$ cat config.mk
export PLATFORM = sky130hd
export DESIGN_NAME = multi_channel_servo_pulse_generator_top
export DESIGN_NICKNAME = d
export VERILOG_FILES = /design/src/mcspg_pkg.sv /design/src/mcspg_front.sv /design/src/mcspg_queue.sv /design/src/mcspg_div.sv /design/src/mcspg_back.sv /design/src/multi_channel_servo_pulse_generator_top.sv
export SDC_FILE = /design/constraint.sdc
export NUM_CORES = 1
export LEC_CHECK = 0
export BUFFER_PORTS_ARGS = -buffer_cell sky130_fd_sc_hd__buf_2
export CORE_MARGIN = 3
export CORE_UTILIZATION = 45
export CTS_CLUSTER_DIAMETER = 80
export DETAILED_ROUTE_END_ITERATION = 8
export PLACE_DENSITY = 0.71
export RECOVER_POWER = 50
export SLEW_MARGIN = 10
export SYNTH_ARGS = -nofsm -noshare
export SYNTH_HDL_FRONTEND = slang
export SYNTH_SLANG_ARGS = --single-unit
$ cat constraint.sdc
create_clock -name clk -period 8.3 [get_ports clk]
set_input_delay 1.66 -clock clk [delete_from_list [all_inputs] [get_ports clk]]
set_output_delay 1.66 -clock clk [all_outputs]
set_load 0.02 [all_outputs]
$ cat src/mcspg_pkg.sv
// shared types and constants for the multi-channel servo pulse generator
// no dependencies; every other file of the block uses this package
`timescale 1ns / 1ps

package mcspg_pkg;

  // channel count and field widths
  localparam int CHANNELS    = 8;
  localparam int CHANNEL_W   = 3;
  localparam int SLOTS       = 1 << CHANNEL_W;
  localparam int WIDTH_W     = 8;
  localparam int FRAME_W     = 12;
  localparam int VALUE_W     = 11;
  localparam int CFG_INDEX_W = 2;
  localparam int CFG_DATA_W  = 12;
  localparam int DIVIDEND_W  = 16;
  localparam int DIV_COUNT_W = $clog2(DIVIDEND_W);
  localparam int QUEUE_DEPTH = 2;
  localparam int QPTR_W      = $clog2(QUEUE_DEPTH);

  // channels that physically exist
  localparam logic [SLOTS-1:0] CHAN_MASK = SLOTS'((64'd1 << CHANNELS) - 64'd1);

  // arithmetic constants
  localparam logic [WIDTH_W-1:0] FULL_ANGLE    = 8'd180;
  localparam logic [WIDTH_W-1:0] DEFAULT_WIDTH = 8'd93;
  localparam logic [WIDTH_W-1:0] WIDTH_SAT     = 8'd255;

  // x/180 for a 16-bit x as ((x >> 2) * 11651) >> 19, exact over the whole range
  localparam int                 RECIP_W      = DIVIDEND_W - 2;
  localparam int                 RECIP_PROD_W = 2 * RECIP_W;
  localparam int                 RECIP_SHIFT  = 19;
  localparam logic [RECIP_W-1:0] ANGLE_RECIP  = 14'd11651;

  // register reset values
  localparam logic [WIDTH_W-1:0] MIN_TICKS_RESET   = 8'd34;
  localparam logic [WIDTH_W-1:0] MAX_TICKS_RESET   = 8'd150;
  localparam logic [SLOTS-1:0]   ENABLE_MASK_RESET = '0;
  localparam logic [FRAME_W-1:0] FRAME_TICKS_RESET = 12'd1280;

  // operation codes
  typedef enum logic [1:0] {
    OP_TICK       = 2'd0,
    OP_SET_ANGLE  = 2'd1,
    OP_SET_TICKS  = 2'd2,
    OP_READ_ANGLE = 2'd3
  } op_t;

  // configuration register indexes
  typedef enum logic [CFG_INDEX_W-1:0] {
    REG_MIN_TICKS   = 2'd0,
    REG_MAX_TICKS   = 2'd1,
    REG_ENABLE_MASK = 2'd2,
    REG_FRAME_TICKS = 2'd3
  } cfg_reg_t;

  // classified command as held in the queue
  typedef struct packed {
    op_t                  op;
    logic [CHANNEL_W-1:0] channel;
    logic                 chan_ok;
    logic [WIDTH_W-1:0]   arg;
  } cmd_t;

  // divider request and response
  typedef struct packed {
    logic                  start;
    logic [DIVIDEND_W-1:0] dividend;
    logic [WIDTH_W-1:0]    divisor;
  } div_req_t;

  typedef struct packed {
    logic                  busy;
    logic                  done;
    logic [DIVIDEND_W-1:0] quotient;
  } div_rsp_t;

  // back end sequencer states
  typedef enum logic [1:0] {
    BK_IDLE = 2'd0,
    BK_PREP = 2'd1,
    BK_DIV  = 2'd2,
    BK_DONE = 2'd3
  } bk_state_t;

endpackage

$ cat src/mcspg_front.sv
// front end: takes input transactions and classifies them into queue commands
// depends on mcspg_pkg
`timescale 1ns / 1ps

module mcspg_front (
  input  logic                                in_valid,
  output logic                                in_stall,
  input  logic [1:0]                          operation,
  input  logic [mcspg_pkg::CHANNEL_W-1:0]     channel,
  input  logic signed [mcspg_pkg::VALUE_W-1:0] value,
  input  logic                                q_full,
  output logic                                push,
  output mcspg_pkg::cmd_t                     cmd
);

  mcspg_pkg::op_t                   op;
  logic [mcspg_pkg::WIDTH_W-1:0]    angle_arg;
  logic [mcspg_pkg::WIDTH_W-1:0]    ticks_arg;

  // accept whenever the queue has room
  assign in_stall = q_full;
  assign push     = in_valid && !q_full;
  assign op       = mcspg_pkg::op_t'(operation);

  // angle clamped to 0..180
  always_comb begin
    if (value[mcspg_pkg::VALUE_W-1]) begin
      angle_arg = '0;
    end else if ($unsigned(value) > mcspg_pkg::VALUE_W'(mcspg_pkg::FULL_ANGLE)) begin
      angle_arg = mcspg_pkg::FULL_ANGLE;
    end else begin
      angle_arg = value[mcspg_pkg::WIDTH_W-1:0];
    end
  end

  // raw width saturated to 0..255, the min/max clamp follows in the back end
  always_comb begin
    if (value[mcspg_pkg::VALUE_W-1]) begin
      ticks_arg = '0;
    end else if (value[mcspg_pkg::VALUE_W-2:mcspg_pkg::WIDTH_W] != '0) begin
      ticks_arg = mcspg_pkg::WIDTH_SAT;
    end else begin
      ticks_arg = value[mcspg_pkg::WIDTH_W-1:0];
    end
  end

  // build the command
  always_comb begin
    cmd.op      = op;
    cmd.channel = channel;
    cmd.chan_ok = ({1'b0, channel} < (mcspg_pkg::CHANNEL_W + 1)'(mcspg_pkg::CHANNELS));
    case (op)
      mcspg_pkg::OP_SET_ANGLE: cmd.arg = angle_arg;
      mcspg_pkg::OP_SET_TICKS: cmd.arg = ticks_arg;
      default:                 cmd.arg = '0;
    endcase
  end

endmodule

$ cat src/mcspg_queue.sv
// short command queue between front and back end
// depends on mcspg_pkg
`timescale 1ns / 1ps

module mcspg_queue (
  input  logic            clk,
  input  logic            rst,
  input  logic            push,
  input  mcspg_pkg::cmd_t push_cmd,
  output logic            full,
  input  logic            pop,
  output logic            head_valid,
  output mcspg_pkg::cmd_t head
);

  mcspg_pkg::cmd_t                   entries [mcspg_pkg::QUEUE_DEPTH];
  logic [mcspg_pkg::QPTR_W-1:0]      wr_ptr;
  logic [mcspg_pkg::QPTR_W-1:0]      rd_ptr;
  logic [mcspg_pkg::QPTR_W:0]        count;

  assign full       = (count == (mcspg_pkg::QPTR_W + 1)'(mcspg_pkg::QUEUE_DEPTH));
  assign head_valid = (count != '0);
  assign head       = entries[rd_ptr];

  // pointers and fill count
  always_ff @(posedge clk) begin
    if (rst) begin
      wr_ptr <= '0;
      rd_ptr <= '0;
      count  <= '0;
    end else begin
      if (push) begin
        wr_ptr <= wr_ptr + mcspg_pkg::QPTR_W'(1);
      end
      if (pop) begin
        rd_ptr <= rd_ptr + mcspg_pkg::QPTR_W'(1);
      end
      if (push && !pop) begin
        count <= count + (mcspg_pkg::QPTR_W + 1)'(1);
      end else if (pop && !push) begin
        count <= count - (mcspg_pkg::QPTR_W + 1)'(1);
      end
    end
  end

  // entry storage
  always_ff @(posedge clk) begin
    if (push) begin
      entries[wr_ptr] <= push_cmd;
    end
  end

endmodule

$ cat src/mcspg_div.sv
// restoring divider, one quotient bit per cycle, 16-bit dividend by 8-bit divisor
// depends on mcspg_pkg
`timescale 1ns / 1ps

module mcspg_div (
  input  logic                clk,
  input  logic                rst,
  input  mcspg_pkg::div_req_t req,
  output mcspg_pkg::div_rsp_t rsp
);

  logic                                 busy;
  logic                                 done;
  logic [mcspg_pkg::DIV_COUNT_W-1:0]    cnt;
  logic [mcspg_pkg::DIVIDEND_W-1:0]     dq;
  logic [mcspg_pkg::WIDTH_W-1:0]        rem;
  logic [mcspg_pkg::WIDTH_W-1:0]        divisor;
  logic [mcspg_pkg::WIDTH_W:0]          rem_sh;
  logic                                 ge;
  logic [mcspg_pkg::WIDTH_W-1:0]        rem_next;

  // one shift-subtract step
  always_comb begin
    rem_sh = {rem, dq[mcspg_pkg::DIVIDEND_W-1]};
    ge     = (rem_sh >= {1'b0, divisor});
    if (ge) begin
      rem_next = mcspg_pkg::WIDTH_W'(rem_sh - {1'b0, divisor});
    end else begin
      rem_next = rem_sh[mcspg_pkg::WIDTH_W-1:0];
    end
  end

  // step control
  always_ff @(posedge clk) begin
    if (rst) begin
      busy <= 1'b0;
      done <= 1'b0;
      cnt  <= '0;
    end else begin
      done <= 1'b0;
      if (req.start) begin
        busy <= 1'b1;
        cnt  <= '0;
      end else if (busy) begin
        cnt <= cnt + mcspg_pkg::DIV_COUNT_W'(1);
        if (cnt == mcspg_pkg::DIV_COUNT_W'(mcspg_pkg::DIVIDEND_W - 1)) begin
          busy <= 1'b0;
          done <= 1'b1;
        end
      end
    end
  end

  // dividend shifts out at the top, quotient bits shift in at the bottom
  always_ff @(posedge clk) begin
    if (req.start) begin
      dq      <= req.dividend;
      rem     <= '0;
      divisor <= req.divisor;
    end else if (busy) begin
      dq  <= {dq[mcspg_pkg::DIVIDEND_W-2:0], ge};
      rem <= rem_next;
    end
  end

  assign rsp.busy     = busy;
  assign rsp.done     = done;
  assign rsp.quotient = dq;

endmodule

$ cat src/mcspg_back.sv
// back end: executes queued commands, holds pulse widths, pins, frame count
// and the output register; depends on mcspg_pkg and drives mcspg_div
`timescale 1ns / 1ps

module mcspg_back (
  input  logic                              clk,
  input  logic                              rst,
  input  logic                              q_valid,
  input  mcspg_pkg::cmd_t                   q_head,
  output logic                              q_pop,
  input  logic [mcspg_pkg::WIDTH_W-1:0]     min_ticks,
  input  logic [mcspg_pkg::WIDTH_W-1:0]     max_ticks,
  input  logic [mcspg_pkg::SLOTS-1:0]       enable_mask,
  input  logic [mcspg_pkg::FRAME_W-1:0]     frame_ticks,
  output mcspg_pkg::div_req_t               div_req,
  input  mcspg_pkg::div_rsp_t               div_rsp,
  output logic                              out_valid,
  input  logic                              out_stall,
  output logic [mcspg_pkg::SLOTS-1:0]       pin_levels,
  output logic [mcspg_pkg::WIDTH_W-1:0]     read_angle,
  output mcspg_pkg::bk_state_t              state
);

  mcspg_pkg::bk_state_t                 state_next;
  mcspg_pkg::cmd_t                      cmd;
  logic                                 use_q;
  logic [mcspg_pkg::WIDTH_W-1:0]        pulse_width [mcspg_pkg::SLOTS];
  logic [mcspg_pkg::SLOTS-1:0]          pin_high;
  logic [mcspg_pkg::FRAME_W-1:0]        frame_count;

  logic                                 out_free;
  logic                                 finish;
  logic                                 need_div;
  logic signed [mcspg_pkg::WIDTH_W:0]   span;
  logic                                 span_neg;
  logic [mcspg_pkg::WIDTH_W-1:0]        span_abs;
  logic [mcspg_pkg::WIDTH_W-1:0]        pw_sel;
  logic [mcspg_pkg::WIDTH_W+1:0]        num;
  logic                                 num_pos;
  logic [mcspg_pkg::WIDTH_W:0]          mul_a;
  logic [mcspg_pkg::WIDTH_W-1:0]        mul_b;
  logic [mcspg_pkg::DIVIDEND_W-1:0]     product;
  logic [mcspg_pkg::RECIP_PROD_W-1:0]   recip_prod;
  logic [mcspg_pkg::WIDTH_W-1:0]        angle_q;
  logic [mcspg_pkg::WIDTH_W-1:0]        q8;
  logic signed [mcspg_pkg::WIDTH_W+1:0] angle_w;
  logic [mcspg_pkg::WIDTH_W-1:0]        angle_width;
  logic [mcspg_pkg::WIDTH_W-1:0]        ticks_width;
  logic [mcspg_pkg::WIDTH_W-1:0]        read_result;
  logic [mcspg_pkg::SLOTS-1:0]          active;
  logic [mcspg_pkg::SLOTS-1:0]          tick_pins;
  logic [mcspg_pkg::FRAME_W:0]          count_inc;
  logic [mcspg_pkg::FRAME_W-1:0]        tick_count;

  assign out_free = !out_valid || !out_stall;

  // span and read numerator
  always_comb begin
    span     = $signed({1'b0, max_ticks}) - $signed({1'b0, min_ticks});
    span_neg = span[mcspg_pkg::WIDTH_W];
    span_abs = span_neg ? mcspg_pkg::WIDTH_W'(-span) : span[mcspg_pkg::WIDTH_W-1:0];
    pw_sel   = pulse_width[cmd.channel];
    num      = {2'b00, pw_sel} + (mcspg_pkg::WIDTH_W + 2)'(1) - {2'b00, min_ticks};
    num_pos  = !num[mcspg_pkg::WIDTH_W+1] && (num != '0);
  end

  // operand product: angle*|span| for set angle, (width+1-min)*180 divided by span for reads
  always_comb begin
    need_div = cmd.chan_ok && (cmd.op == mcspg_pkg::OP_READ_ANGLE) &&
               !span_neg && (span != '0) && num_pos;
    if (cmd.op == mcspg_pkg::OP_SET_ANGLE) begin
      mul_a = {1'b0, cmd.arg};
      mul_b = span_abs;
    end else begin
      mul_a = num[mcspg_pkg::WIDTH_W:0];
      mul_b = mcspg_pkg::FULL_ANGLE;
    end
    div_req.dividend = mcspg_pkg::DIVIDEND_W'(
        {{(mcspg_pkg::DIVIDEND_W - mcspg_pkg::WIDTH_W - 1){1'b0}}, mul_a} *
        {{(mcspg_pkg::DIVIDEND_W - mcspg_pkg::WIDTH_W){1'b0}}, mul_b});
    div_req.divisor  = span[mcspg_pkg::WIDTH_W-1:0];
    div_req.start    = (state == mcspg_pkg::BK_PREP) && need_div;
  end

  // set angle: captured product divided by 180 through a reciprocal multiply
  always_comb begin
    recip_prod = mcspg_pkg::RECIP_PROD_W'(product[mcspg_pkg::DIVIDEND_W-1:2]) *
                 mcspg_pkg::RECIP_PROD_W'(mcspg_pkg::ANGLE_RECIP);
    angle_q    = recip_prod[mcspg_pkg::RECIP_SHIFT +: mcspg_pkg::WIDTH_W];
  end

  // results of set and read operations
  always_comb begin
    if (div_rsp.quotient[mcspg_pkg::DIVIDEND_W-1:mcspg_pkg::WIDTH_W] != '0) begin
      q8 = mcspg_pkg::WIDTH_SAT;
    end else begin
      q8 = div_rsp.quotient[mcspg_pkg::WIDTH_W-1:0];
    end
    if (span_neg) begin
      angle_w = $signed({2'b00, min_ticks}) - $signed({2'b00, angle_q});
    end else begin
      angle_w = $signed({2'b00, min_ticks}) + $signed({2'b00, angle_q});
    end
    if (angle_w < $signed({2'b00, min_ticks})) begin
      angle_width = min_ticks;
    end else if (angle_w > $signed({2'b00, max_ticks})) begin
      angle_width = max_ticks;
    end else begin
      angle_width = angle_w[mcspg_pkg::WIDTH_W-1:0];
    end
    if (cmd.arg < min_ticks) begin
      ticks_width = min_ticks;
    end else if (cmd.arg > max_ticks) begin
      ticks_width = max_ticks;
    end else begin
      ticks_width = cmd.arg;
    end
    read_result = use_q ? q8 : '0;
  end

  // tick: rise at count zero, fall at pulse width, low outside the window
  always_comb begin
    active    = enable_mask & mcspg_pkg::CHAN_MASK;
    tick_pins = (frame_count == '0) ? active : pin_high;
    if (frame_count[mcspg_pkg::FRAME_W-1:mcspg_pkg::WIDTH_W] == '0) begin
      for (int k = 0; k < mcspg_pkg::SLOTS; k++) begin
        if (tick_pins[k] && (frame_count[mcspg_pkg::WIDTH_W-1:0] >= pulse_width[k])) begin
          tick_pins[k] = 1'b0;
        end
      end
    end else begin
      tick_pins = '0;
    end
    tick_pins = tick_pins & active;
    count_inc = {1'b0, frame_count} + (mcspg_pkg::FRAME_W + 1)'(1);
    if (count_inc >= {1'b0, frame_ticks}) begin
      tick_count = '0;
    end else begin
      tick_count = count_inc[mcspg_pkg::FRAME_W-1:0];
    end
  end

  // sequencer next state
  always_comb begin
    state_next = state;
    q_pop      = 1'b0;
    finish     = 1'b0;
    case (state)
      mcspg_pkg::BK_IDLE: begin
        if (q_valid) begin
          q_pop      = 1'b1;
          state_next = mcspg_pkg::BK_PREP;
        end
      end
      mcspg_pkg::BK_PREP: begin
        state_next = need_div ? mcspg_pkg::BK_DIV : mcspg_pkg::BK_DONE;
      end
      mcspg_pkg::BK_DIV: begin
        if (div_rsp.done) begin
          state_next = mcspg_pkg::BK_DONE;
        end
      end
      mcspg_pkg::BK_DONE: begin
        if (out_free) begin
          finish     = 1'b1;
          state_next = mcspg_pkg::BK_IDLE;
        end
      end
      default: begin
        state_next = mcspg_pkg::BK_IDLE;
      end
    endcase
  end

  // state, pins, widths, frame count and output handshake
  always_ff @(posedge clk) begin
    if (rst) begin
      state       <= mcspg_pkg::BK_IDLE;
      out_valid   <= 1'b0;
      pin_high    <= '0;
      frame_count <= '0;
      for (int k = 0; k < mcspg_pkg::SLOTS; k++) begin
        pulse_width[k] <= mcspg_pkg::DEFAULT_WIDTH;
      end
    end else begin
      state <= state_next;
      if (out_valid && !out_stall) begin
        out_valid <= 1'b0;
      end
      if (finish) begin
        out_valid <= 1'b1;
        case (cmd.op)
          mcspg_pkg::OP_TICK: begin
            pin_high    <= tick_pins;
            frame_count <= tick_count;
          end
          mcspg_pkg::OP_SET_ANGLE: begin
            if (cmd.chan_ok) begin
              pulse_width[cmd.channel] <= angle_width;
            end
          end
          mcspg_pkg::OP_SET_TICKS: begin
            if (cmd.chan_ok) begin
              pulse_width[cmd.channel] <= ticks_width;
            end
          end
          default: begin
          end
        endcase
      end
    end
  end

  // command register, captured product and output payload
  always_ff @(posedge clk) begin
    if (q_pop) begin
      cmd <= q_head;
    end
    if (state == mcspg_pkg::BK_PREP) begin
      use_q   <= need_div;
      product <= div_req.dividend;
    end
    if (finish) begin
      pin_levels <= (cmd.op == mcspg_pkg::OP_TICK) ? tick_pins : pin_high;
      read_angle <= (cmd.op == mcspg_pkg::OP_READ_ANGLE) ? read_result : '0;
    end
  end

endmodule

$ cat src/multi_channel_servo_pulse_generator_top.sv
// top level of the multi-channel servo pulse generator: config registers,
// front end, command queue, back end and divider; depends on mcspg_pkg
`timescale 1ns / 1ps

// Usage
//   Input channel (in_valid/in_stall) carries operation, channel and value:
//   tick, set angle, set ticks or read angle. Every transaction returns
//   exactly one result on the output channel (out_valid/out_stall) with the
//   pin levels after the operation and, for a read, the angle in degrees.
//   Config registers (min_ticks, max_ticks, enable_mask, frame_ticks) are
//   written through cfg_write/cfg_index/cfg_data; the user must write them
//   while no transaction is in flight, which the block does not enforce.
//   Timing: a tick, set-angle, set-ticks or a read that needs no division
//   passes from the queue through the back end states idle, prep and done
//   into the output register; a read-angle that divides also waits in the
//   div state on the 16-step bit-serial divider. One command is executed at
//   a time, the next only after the last result is registered; the two-entry
//   queue keeps accepting while the back end works or its result waits.
//   Reset: all pins low, frame count zero, every pulse width 93 ticks,
//   registers at their defaults, queue and output empty.
//   Output stall: the result holds in the output register, the back end
//   waits with its next result, and once the queue fills in_stall rises.
module multi_channel_servo_pulse_generator_top (
  input  logic                                 clk,
  input  logic                                 rst,
  input  logic                                 in_valid,
  output logic                                 in_stall,
  input  logic [1:0]                           operation,
  input  logic [mcspg_pkg::CHANNEL_W-1:0]      channel,
  input  logic signed [mcspg_pkg::VALUE_W-1:0] value,
  output logic                                 out_valid,
  input  logic                                 out_stall,
  output logic [mcspg_pkg::SLOTS-1:0]          pin_levels,
  output logic [mcspg_pkg::WIDTH_W-1:0]        read_angle,
  input  logic                                 cfg_write,
  input  logic [mcspg_pkg::CFG_INDEX_W-1:0]    cfg_index,
  input  logic [mcspg_pkg::CFG_DATA_W-1:0]     cfg_data
);

  logic [mcspg_pkg::WIDTH_W-1:0]  min_ticks;
  logic [mcspg_pkg::WIDTH_W-1:0]  max_ticks;
  logic [mcspg_pkg::SLOTS-1:0]    enable_mask;
  logic [mcspg_pkg::FRAME_W-1:0]  frame_ticks;

  logic                           push;
  mcspg_pkg::cmd_t                push_cmd;
  logic                           q_full;
  logic                           q_pop;
  logic                           q_valid;
  mcspg_pkg::cmd_t                q_head;
  mcspg_pkg::div_req_t            div_req;
  mcspg_pkg::div_rsp_t            div_rsp;
  mcspg_pkg::bk_state_t           bk_state;

  // configuration registers
  always_ff @(posedge clk) begin
    if (rst) begin
      min_ticks   <= mcspg_pkg::MIN_TICKS_RESET;
      max_ticks   <= mcspg_pkg::MAX_TICKS_RESET;
      enable_mask <= mcspg_pkg::ENABLE_MASK_RESET;
      frame_ticks <= mcspg_pkg::FRAME_TICKS_RESET;
    end else if (cfg_write) begin
      case (mcspg_pkg::cfg_reg_t'(cfg_index))
        mcspg_pkg::REG_MIN_TICKS:   min_ticks   <= cfg_data[mcspg_pkg::WIDTH_W-1:0];
        mcspg_pkg::REG_MAX_TICKS:   max_ticks   <= cfg_data[mcspg_pkg::WIDTH_W-1:0];
        mcspg_pkg::REG_ENABLE_MASK: enable_mask <= cfg_data[mcspg_pkg::SLOTS-1:0];
        mcspg_pkg::REG_FRAME_TICKS: frame_ticks <= cfg_data[mcspg_pkg::FRAME_W-1:0];
        default: begin
        end
      endcase
    end
  end

  // front end
  mcspg_front u_front (
    .in_valid  (in_valid),
    .in_stall  (in_stall),
    .operation (operation),
    .channel   (channel),
    .value     (value),
    .q_full    (q_full),
    .push      (push),
    .cmd       (push_cmd)
  );

  // command queue
  mcspg_queue u_queue (
    .clk        (clk),
    .rst        (rst),
    .push       (push),
    .push_cmd   (push_cmd),
    .full       (q_full),
    .pop        (q_pop),
    .head_valid (q_valid),
    .head       (q_head)
  );

  // back end
  mcspg_back u_back (
    .clk         (clk),
    .rst         (rst),
    .q_valid     (q_valid),
    .q_head      (q_head),
    .q_pop       (q_pop),
    .min_ticks   (min_ticks),
    .max_ticks   (max_ticks),
    .enable_mask (enable_mask),
    .frame_ticks (frame_ticks),
    .div_req     (div_req),
    .div_rsp     (div_rsp),
    .out_valid   (out_valid),
    .out_stall   (out_stall),
    .pin_levels  (pin_levels),
    .read_angle  (read_angle),
    .state       (bk_state)
  );

  // divider used by the back end
  mcspg_div u_div (
    .clk (clk),
    .rst (rst),
    .req (div_req),
    .rsp (div_rsp)
  );

  // divider finishes only while the back end waits for it
  a_div_done_in_div: assert property (@(posedge clk) disable iff (rst)
    div_rsp.done |-> bk_state == mcspg_pkg::BK_DIV)
    else $error("divider finished outside the divide state");

  // the back end never waits on an idle divider
  a_div_active: assert property (@(posedge clk) disable iff (rst)
    bk_state == mcspg_pkg::BK_DIV |-> div_rsp.busy || div_rsp.done)
    else $error("back end waiting on an idle divider");

  // an accepted transaction is visible at the queue head side
  a_push_queued: assert property (@(posedge clk) disable iff (rst)
    in_valid && !in_stall |=> q_valid)
    else $error("accepted transaction missing from queue");

  // a taken result is only replaced from the finishing state
  a_out_reload: assert property (@(posedge clk) disable iff (rst)
    out_valid && !out_stall && bk_state != mcspg_pkg::BK_DONE |=> !out_valid)
    else $error("result appeared without the back end finishing");

endmodule

== After elaboration in Yosys (flattened, before gate mapping) ==
Memories as Yosys holds them, arrays and structs flattened. A register that Yosys moved wholly into a read port is not among the register bits.
Cells that the tools add are included.
Operators by class
  $add $sub $neg: 13
  $mul: 2
  div/mod/pow operators: 0
  $lt $le $gt $ge: 15
  eq/ne operators: 16
  shift operators: 0
  multiplexer cells: 63
  bitwise operators: 3
  reduce and logical (&&, ||, !) cells: 49
Operators with widths (number)
  two-way mux 8 bit: 17
  greater-or-equal comparator 8 bit: 8
  two-way mux 1 bit: 33
  two-way mux 16 bit: 2
  multiplier 14 x 14 -> 27 bit, second input constant: 1
  logical AND 1 bit: 18
  subtractor 8 x 8 -> 9 bit: 2
  equality test 2 bit, second input constant: 8
  multiplier 9 x 8 -> 16 bit: 1
  case mux 8 bit (2 select lines): 1
  adder 12 x 1 -> 13 bit, second input constant: 1
  greater-or-equal comparator 13 x 12 -> 1 bit: 1
  logical NOT 12 bit: 1
  two-way mux 12 bit: 1
  AND reduction 2 bit: 6
  > comparator 11 x 8 -> 1 bit, second input constant: 1
  > comparator 10 x 9 -> 1 bit: 1
  less-than comparator 10 x 9 -> 1 bit: 1
  two-way mux 10 bit: 1
  two-way mux 2 bit: 5
  nonzero test 10 bit: 1
  nonzero test 2 bit: 5
  subtractor 10 x 8 -> 10 bit: 1
  adder 8 x 1 -> 9 bit, second input constant: 1
  30 further kinds: 43
Word-level totals
  register bits after elaboration: 135
  bits in latches: 0
  RAM bits: 90
  bits in read-only memories: 0
  input bits: 35
  output and inout bits: 18
  word-level logic and storage cells: 185
  memories: 2
Memory list
  u_back.pulse_width: depth 8, bits a word 8, read ports 9, clocked after memory_dff 0, write ports 8, line mcspg_back.sv:27  | logic [mcspg_pkg::WIDTH_W-1:0] pulse_width [mcspg_pkg::SLOTS];
  u_queue.entries: depth 2, bits a word 13, read ports 1, clocked after memory_dff 1, write ports 1, line mcspg_queue.sv:16  | mcspg_pkg::cmd_t entries [mcspg_pkg::QUEUE_DEPTH];

== Depth between registers and ports, before layout ==
Gate-level depths: netlist of run 1.
  depth in word-level cells: 10
  depth in mapped cells: 37
  mapped depth without buffers: 36

== Hierarchy ==
Synthesis of run 1 repeated with hierarchy kept, for this count alone.
Second synthesis, totals
  cell total of the unflattened synthesis: 2035
  area, all modules: 20328.2 µm²
Modules (own cells, without submodules)
  mcspg_back: times used 1, cells each 1606, area an instance 15309.7 µm²
  mcspg_div: times used 1, cells each 182, area an instance 2021.9 µm²
  multi_channel_servo_pulse_generator_top: times used 1, cells each 140, area an instance 1458.9 µm²
  mcspg_queue: times used 1, cells each 65, area an instance 1216.2 µm²
  mcspg_front: times used 1, cells each 42, area an instance 321.6 µm²

== Worst setup path after synthesis of run 1 ==
OpenSTA, ideal clock, no wires.
  path kind: flip-flop to flip-flop
  from: register u_back.product[5] (netlist name)
  to: memory u_back.pulse_width[0][7] (netlist name) (data pin)
  setup time: 0.284 ns
  data arrival time: 8.124 ns
  data required time: 8.016 ns
  slack: -0.108 ns
  cell stages (with the launch flop): 32
  path through: edfxtp_1 > ha_1 > ha_1 > fa_1 > fa_1 > inv_1 > fa_1 > fa_1 > inv_1 > ha_1 > and4_1 > a211o_1 > a211oi_1 > o21ai_1 > xor2_1 > ha_1 > a21o_1 > a21o_1 > and2_4 > o21a_1 > o41a_1 > xor2_1 > a21o_2 > ha_1 > o211ai_1 > a21o_1 > a21oi_1 > a21o_1 > buf_6 > a221o_1 > a222oi_1 > nor2_1
RTL lines
  start, declared: line mcspg_back.sv:42  | logic [mcspg_pkg::DIVIDEND_W-1:0] product;
  start signal, assigned: line mcspg_back.sv:221  | product <= div_req.dividend;
  end, declared: line mcspg_back.sv:27

==> flow_metrics.tcl, run 1 <==
set metrics [dict create \
    drc 0 \
    grt_pass1_vias 15200 \
    violations "max-capacitance violations, max-slew violations" \
    design_area_mm2 0.0227 \
    numCtsBuffers 26 \
    place_inst 2655 \
    ys_ff_latch 235 \
    cp-start-kind "register" \
    critPathArrivalTime_ps 8470 \
    ys_warn_count 0 \
    finalWirelength_um 51800 \
    drt_iter0_markers 1106 \
    cts_tree "built" \
    whs_ps 455 \
    hold_viol 0 \
    synth_cell_types 82 \
    synthTopCellsByArea "edfxtp_1, ha_1, fa_1, dfxtp_1, inv_1" \
    cts.sinks 235 \
    fillers 3839 \
    required_ps 8560 \
    layout-drive-gt1-share 0.141 \
    final_cells 2726 \
    critPathSlowestCell "fa_2" \
    finalMaxSlewViolations 30 \
    worstReg2RegStart "u_back.product[4]" \
    grt_pass1_wl_um 80900 \
    r2r_cells 34 \
    synth_ff_type "edfxtp_1" \
    routedWlPerCell_um 19.0 \
    synthCells 2001 \
    die_h_um 215 \
    io_buffers 52 \
    grt_max_degree 71 \
    synth-edff-count 158 \
    async_flop_share 0 \
    drt_first_pass_iters 7 \
    final_util 0.525 \
    core-area_mm2 0.0432 \
    worst_pin_slew_ps 1540 \
    dieArea_mm2 0.0463 \
    yosysTopAreaCell "edfxtp_1" \
    io_pins 53 \
    track_usage 0.216 \
    finalSetupViolations 0 \
    diodes 0 \
    clock_skew_ps 11.8 \
    cts_max_path_buffers 3 \
    overflow 0 \
    rsz0062_at_grt "yes" \
    status "complete, but fails checks" \
    clock_latency_ps 540 \
    synth_common_cells "ha_1, inv_1, nand2_1" \
    regToRegSetupSlack_ps 90 \
    crit_top_cell "ha_4" \
    post-route-period-util 0.989 \
    place_congestion 0.930 \
    slew_headroom -0.0240 \
    dpl.hpwl_um 39800 \
    holdBufCountCts 0 \
    area_growth_pct 14.9 \
    cts_max_level 1 \
    viasPerCell 5.59 \
    yosysMostFrequentCell "ha_1" \
    max_cap_violations 1 \
    syn_area_per_cell_um2 9.85 \
    crit-reg2reg-capture "u_back.pulse_width[2][6]" \
    hold_end "frame_ticks[1]" \
    finalWorstPathRequiredPeriod_ps 8210 \
    die_x_um 215 \
    root_buffer "clkbuf_16" \
    critPathMaxStageDelay_ps 570 \
    hp-class "register to register" \
    crit_fanout 8 \
    rows 76 \
    crit_type "register to register" \
    synth_seq_area_share 0.319 \
    min_path_cells 2 \
    antenna_left 0 \
    yosys.area.top_type_share 0.241 \
    vias 15200 \
    end_kind "register" \
    antenna_found_initial 0 \
    nets 2540 \
    path_clk_slew_ps 70 \
    place_area_mm2 0.0210 \
    initial_core_util 0.456 \
    clock.fmax_mhz 122 \
    syn_area_mm2 0.0197 \
    hp-start "frame_ticks[1]" \
]
[metal layers]
metal,global-route usage,vias up,share of wire
li1,-,7159,-
met1,0.300,7400,0.44
met2,0.357,564,0.46
met3,0.0287,104,0.066
met4,0.0606,0,0.033
met5,0,-,0
[layout by cell type (no fill, tap or decap), types with 26 or more instances in the layout]
cell and count:
a21oi_1 84, nand3_1 27, buf_4 79, clkbuf_16 27
clkbuf_1 26, fa_1 83, o21ai_0 36, ha_1 271
nand2_1 172, buf_2 30, nand2b_1 35, inv_1 285
xor2_1 33, dfxtp_1 77, edfxtp_1 158, mux2i_1 32
nor2_1 141, a21o_1 66, xnor2_1 37, o21a_1 33
[repair_timing]
item,in CTS,in global routing
setup endpoints to repair,64,66
pin swaps,4,50
buffers inserted,7,16
resized for setup,8,94
[cells by family (layout without fill, tap and decap cells)]
| family | after synthesis | after routing | synth area share |
|---|---|---|---|
| mux | 82 | 82 | 0.0541 |
| xor+xnor | 77 | 77 | 0.0349 |
| flops | 235 | 235 | 0.319 |
| simple gates | 495 | 495 | 0.116 |
| buf+inv | 344 | 483 | 0.0677 |
| fa+ha+maj | 384 | 384 | 0.277 |
| other cells | 2 | 3 | 0.000381 |
| compound gates | 382 | 382 | 0.131 |
[sequential cells by signal, indices dropped and copies added, names as in the netlist, 2 cells and up]
name                flops
u_div.rem               8
u_div.divisor           8
max_ticks               8
u_queue.entries        26
u_back.state            2
u_back.pulse_width     64
u_div.dq               16
u_back.read_angle       8
u_queue.count           2
u_back.pin_high         8
frame_ticks            12
u_back.cmd             13
u_back.pin_levels       8
u_back.product         14
u_div.cnt               4
enable_mask             8
min_ticks               8
u_back.frame_count     12
[worst max-delay path by stage]
stage                                  from                        to  slack (ps)  cells after the start
after floorplan           u_back.product[7]  u_back.pulse_width[0][7]           8                     31
after global placement    u_back.product[7]  u_back.pulse_width[0][7]          20                     33
after detailed placement  u_back.product[7]  u_back.pulse_width[2][2]        -100                     34
after CTS                 u_back.product[7]  u_back.pulse_width[6][7]           5                     31
after global routing      u_back.product[4]  u_back.pulse_width[6][7]        -280                     33
final                     u_back.product[4]  u_back.pulse_width[2][6]          90                     34
[worst max-delay path: cells and delay by family, from the launching register on]
kind,cells,cell delay (ps)
XOR/XNOR,2,480
flip-flops,1,500
AO/OA/AOI/OAI,13,2240
buffers and inverters,5,520
AND/OR/NAND/NOR,5,750
adder cells (fa/ha/maj),9,3430
[layout make-up]
| type | count | area, um^2 | share of cell area |
|---|---|---|---|
| clock buffers | 28 | 679 | 0.0300 |
| clock inverters | 20 | 211 | 0.00933 |
| inverters | 296 | 1120 | 0.0497 |
| multi-input cells | 1423 | 12700 | 0.562 |
| flip-flops and latches | 235 | 6290 | 0.277 |
| well taps | 585 | 732 | 0.0323 |
| repair buffers | 139 | 893 | 0.0394 |
[through the flow]
step / setup WS (ps) / TNS [ps]
floorplan: 7.59 / 0
global placement: 16.3 / 0
detailed placement: -95.8 / -2370
CTS: 4.56 / 0
global route: -279 / -11720
finish: 93.0 / 0
Power of run 1 is not shown: default switching activity piles up to over one toggle a cycle in this logic, so the estimate is an artifact.
==> inputs of run 2 (changes only) <==
- CELL_PAD_IN_SITES_DETAIL_PLACEMENT: unset -> 1
- CELL_PAD_IN_SITES_GLOBAL_PLACEMENT: unset -> 1
- PLACE_DENSITY: 0.71 -> 0.84
- SYNTH_HIERARCHICAL: unset -> 1
==> run 2 against run 1 <==
- the flow finishes with violations (max-capacitance violations, max-slew violations, negative setup slack)
- global-route usage is 5.1 points higher
- worst hold slack better by 30 ps
- routed wire length rose by 34%
- core utilization is 1.1 points higher
==> flow_metrics.tcl, run 2 <==
set metrics [dict create \
    status "complete, but fails checks" \
    violations "max-capacitance violations, max-slew violations, negative setup slack" \
    io_pins 53 \
    finalMaxSlewViolations 110 \
    viasPerCell 5.89 \
    drt_iter0_markers 1413 \
    end_kind "register" \
    grt_max_degree 97 \
    grt_pass1_vias 17800 \
    die_h_um 219 \
    dieArea_mm2 0.0477 \
    synthCells 2034 \
    place_congestion 0.949 \
    cts.sinks 242 \
    numCtsBuffers 29 \
    post-route-period-util 1.05 \
    critPathMaxStageDelay_ps 570 \
    critPathArrivalTime_ps 9000 \
    finalSetupViolations 64 \
    largest-register "u_back/pulse_width" \
    layout-drive-gt1-share 0.186 \
    clock_skew_ps 30.4 \
    critPathSlowestCell "fa_1" \
    root_buffer "clkbuf_16" \
    core-area_mm2 0.0444 \
    crit_type "register to register" \
    fillers 4840 \
    clock.fmax_mhz 115 \
    overflow 0 \
    clock_latency_ps 580 \
    grt_pass1_wl_um 100000 \
    mostFrequentLayoutCells "inv_1, ha_1, edfxtp_1" \
    syn_area_mm2 0.0203 \
    io_buffers 52 \
    antenna_found_initial 2 \
    slew_headroom -1.85 \
    nets 2623 \
    antenna_left 0 \
    required_ps 8620 \
    ys_warn_count 6 \
    fin_ws_ps -387 \
    dpl_worst_slack_ps -675 \
    max_cap_violations 2 \
    largest_reg_flops 64 \
    design_area_mm2 0.0238 \
    cp-start-kind "register" \
    rows 77 \
    finalWorstPathRequiredPeriod_ps 8690 \
    cts_max_level 1 \
    dpl.hpwl_um 49200 \
    crit_fanout 8 \
    initial_core_util 0.458 \
    diodes 0 \
    hold_viol 0 \
    hp-class "register to register" \
    cts_tree "built" \
    path_clk_slew_ps 70 \
    die_x_um 219 \
    area_growth_pct 17.0 \
    routedWlPerCell_um 24.6 \
    drt_first_pass_iters 5 \
    drc 0 \
    track_usage 0.267 \
    worst_pin_slew_ps 4280 \
    cts_max_path_buffers 3 \
    place_area_mm2 0.0218 \
    syn_area_per_cell_um2 9.99 \
    final_common_cell "inv_1" \
    largestRegisters "u_back/pulse_width: 64 flops, u_queue/entries: 28 flops, u_div/dq: 16 flops" \
    vias 16600 \
    whs_ps 485 \
    rsz0062_at_grt "yes" \
    finalWirelength_um 69200 \
]
[run 2: cell types whose count changed in the layout (fill, tap and decap cells not counted), sizes merged, moves of 12 or more]
cell and change:
nor2 +17, mux2i +21, or2 +17, o21a -12
a21o -26, o31ai -17, buf +52, nand3 +20
nand2 -76, nand2b +40
[run 2: through the flow]
stage / TNS (ps) / utilization / instances
4_1_cts: -510 / 0.528 / 2796
3_5_place_dp: -38580 / 0.490 / 2717
5_1_grt: -37940 / 0.535 / 2809
6_report: -19890 / 0.535 / 2809
2_1_floorplan: 0 / - / 2035
3_3_place_gp: -20370 / 0.490 / 2717
[run 2: timing repair]
item,CTS,global route
resized for setup,92,54
buffers inserted,28,13
pin swaps,65,59
hold buffers,0,0
endpoints found under the setup margin,64,64
[run 2: path summary, 6_finish.rpt]
| kind | from | endpoint | slack [ps] | cells after the start |
|---|---|---|---|---|
| worst max-delay path | u_back/product[10] | u_back/pulse_width[2][7] | -390 | 36 |
| worst min-delay path | frame_ticks[11] | frame_ticks[11] | 480 | 2 |
| worst max register to register | u_back/product[10] | u_back/pulse_width[2][7] | -390 | 36 |
| worst min register to register | frame_ticks[11] | frame_ticks[11] | 480 | 2 |
[run 2: area by class of cell]
cell class,instances,area [um^2],share of cell area
multi-input cells,1447,13200,0.555
flip-flops and latches,242,6460,0.272
repair buffers,190,1320,0.0555
inverters,286,1070,0.0452
clock buffers,33,782,0.0329
well taps,592,741,0.0312
clock inverters,19,219,0.00921
[run 2: per-layer routing]
| metal | track usage | vias to the layer above | part of all wire |
|---|---|---|---|
| li1 | - | 7369 | - |
| met1 | 0.340 | 8379 | 0.41 |
| met2 | 0.467 | 614 | 0.49 |
| met3 | 0.0425 | 193 | 0.060 |
| met4 | 0.0813 | 4 | 0.038 |
| met5 | 0 | - | 0.00038 |
[run 2: critical path: cells and delay by family (launching register included)]
kind | cells | cell delay, ps
xor+xnor | 2 | 410
compound gates | 12 | 2510
flops | 1 | 440
simple gates | 4 | 360
fa+ha+maj | 9 | 3490
buf+inv | 9 | 1170
Power of run 2 is left out for the same reason.
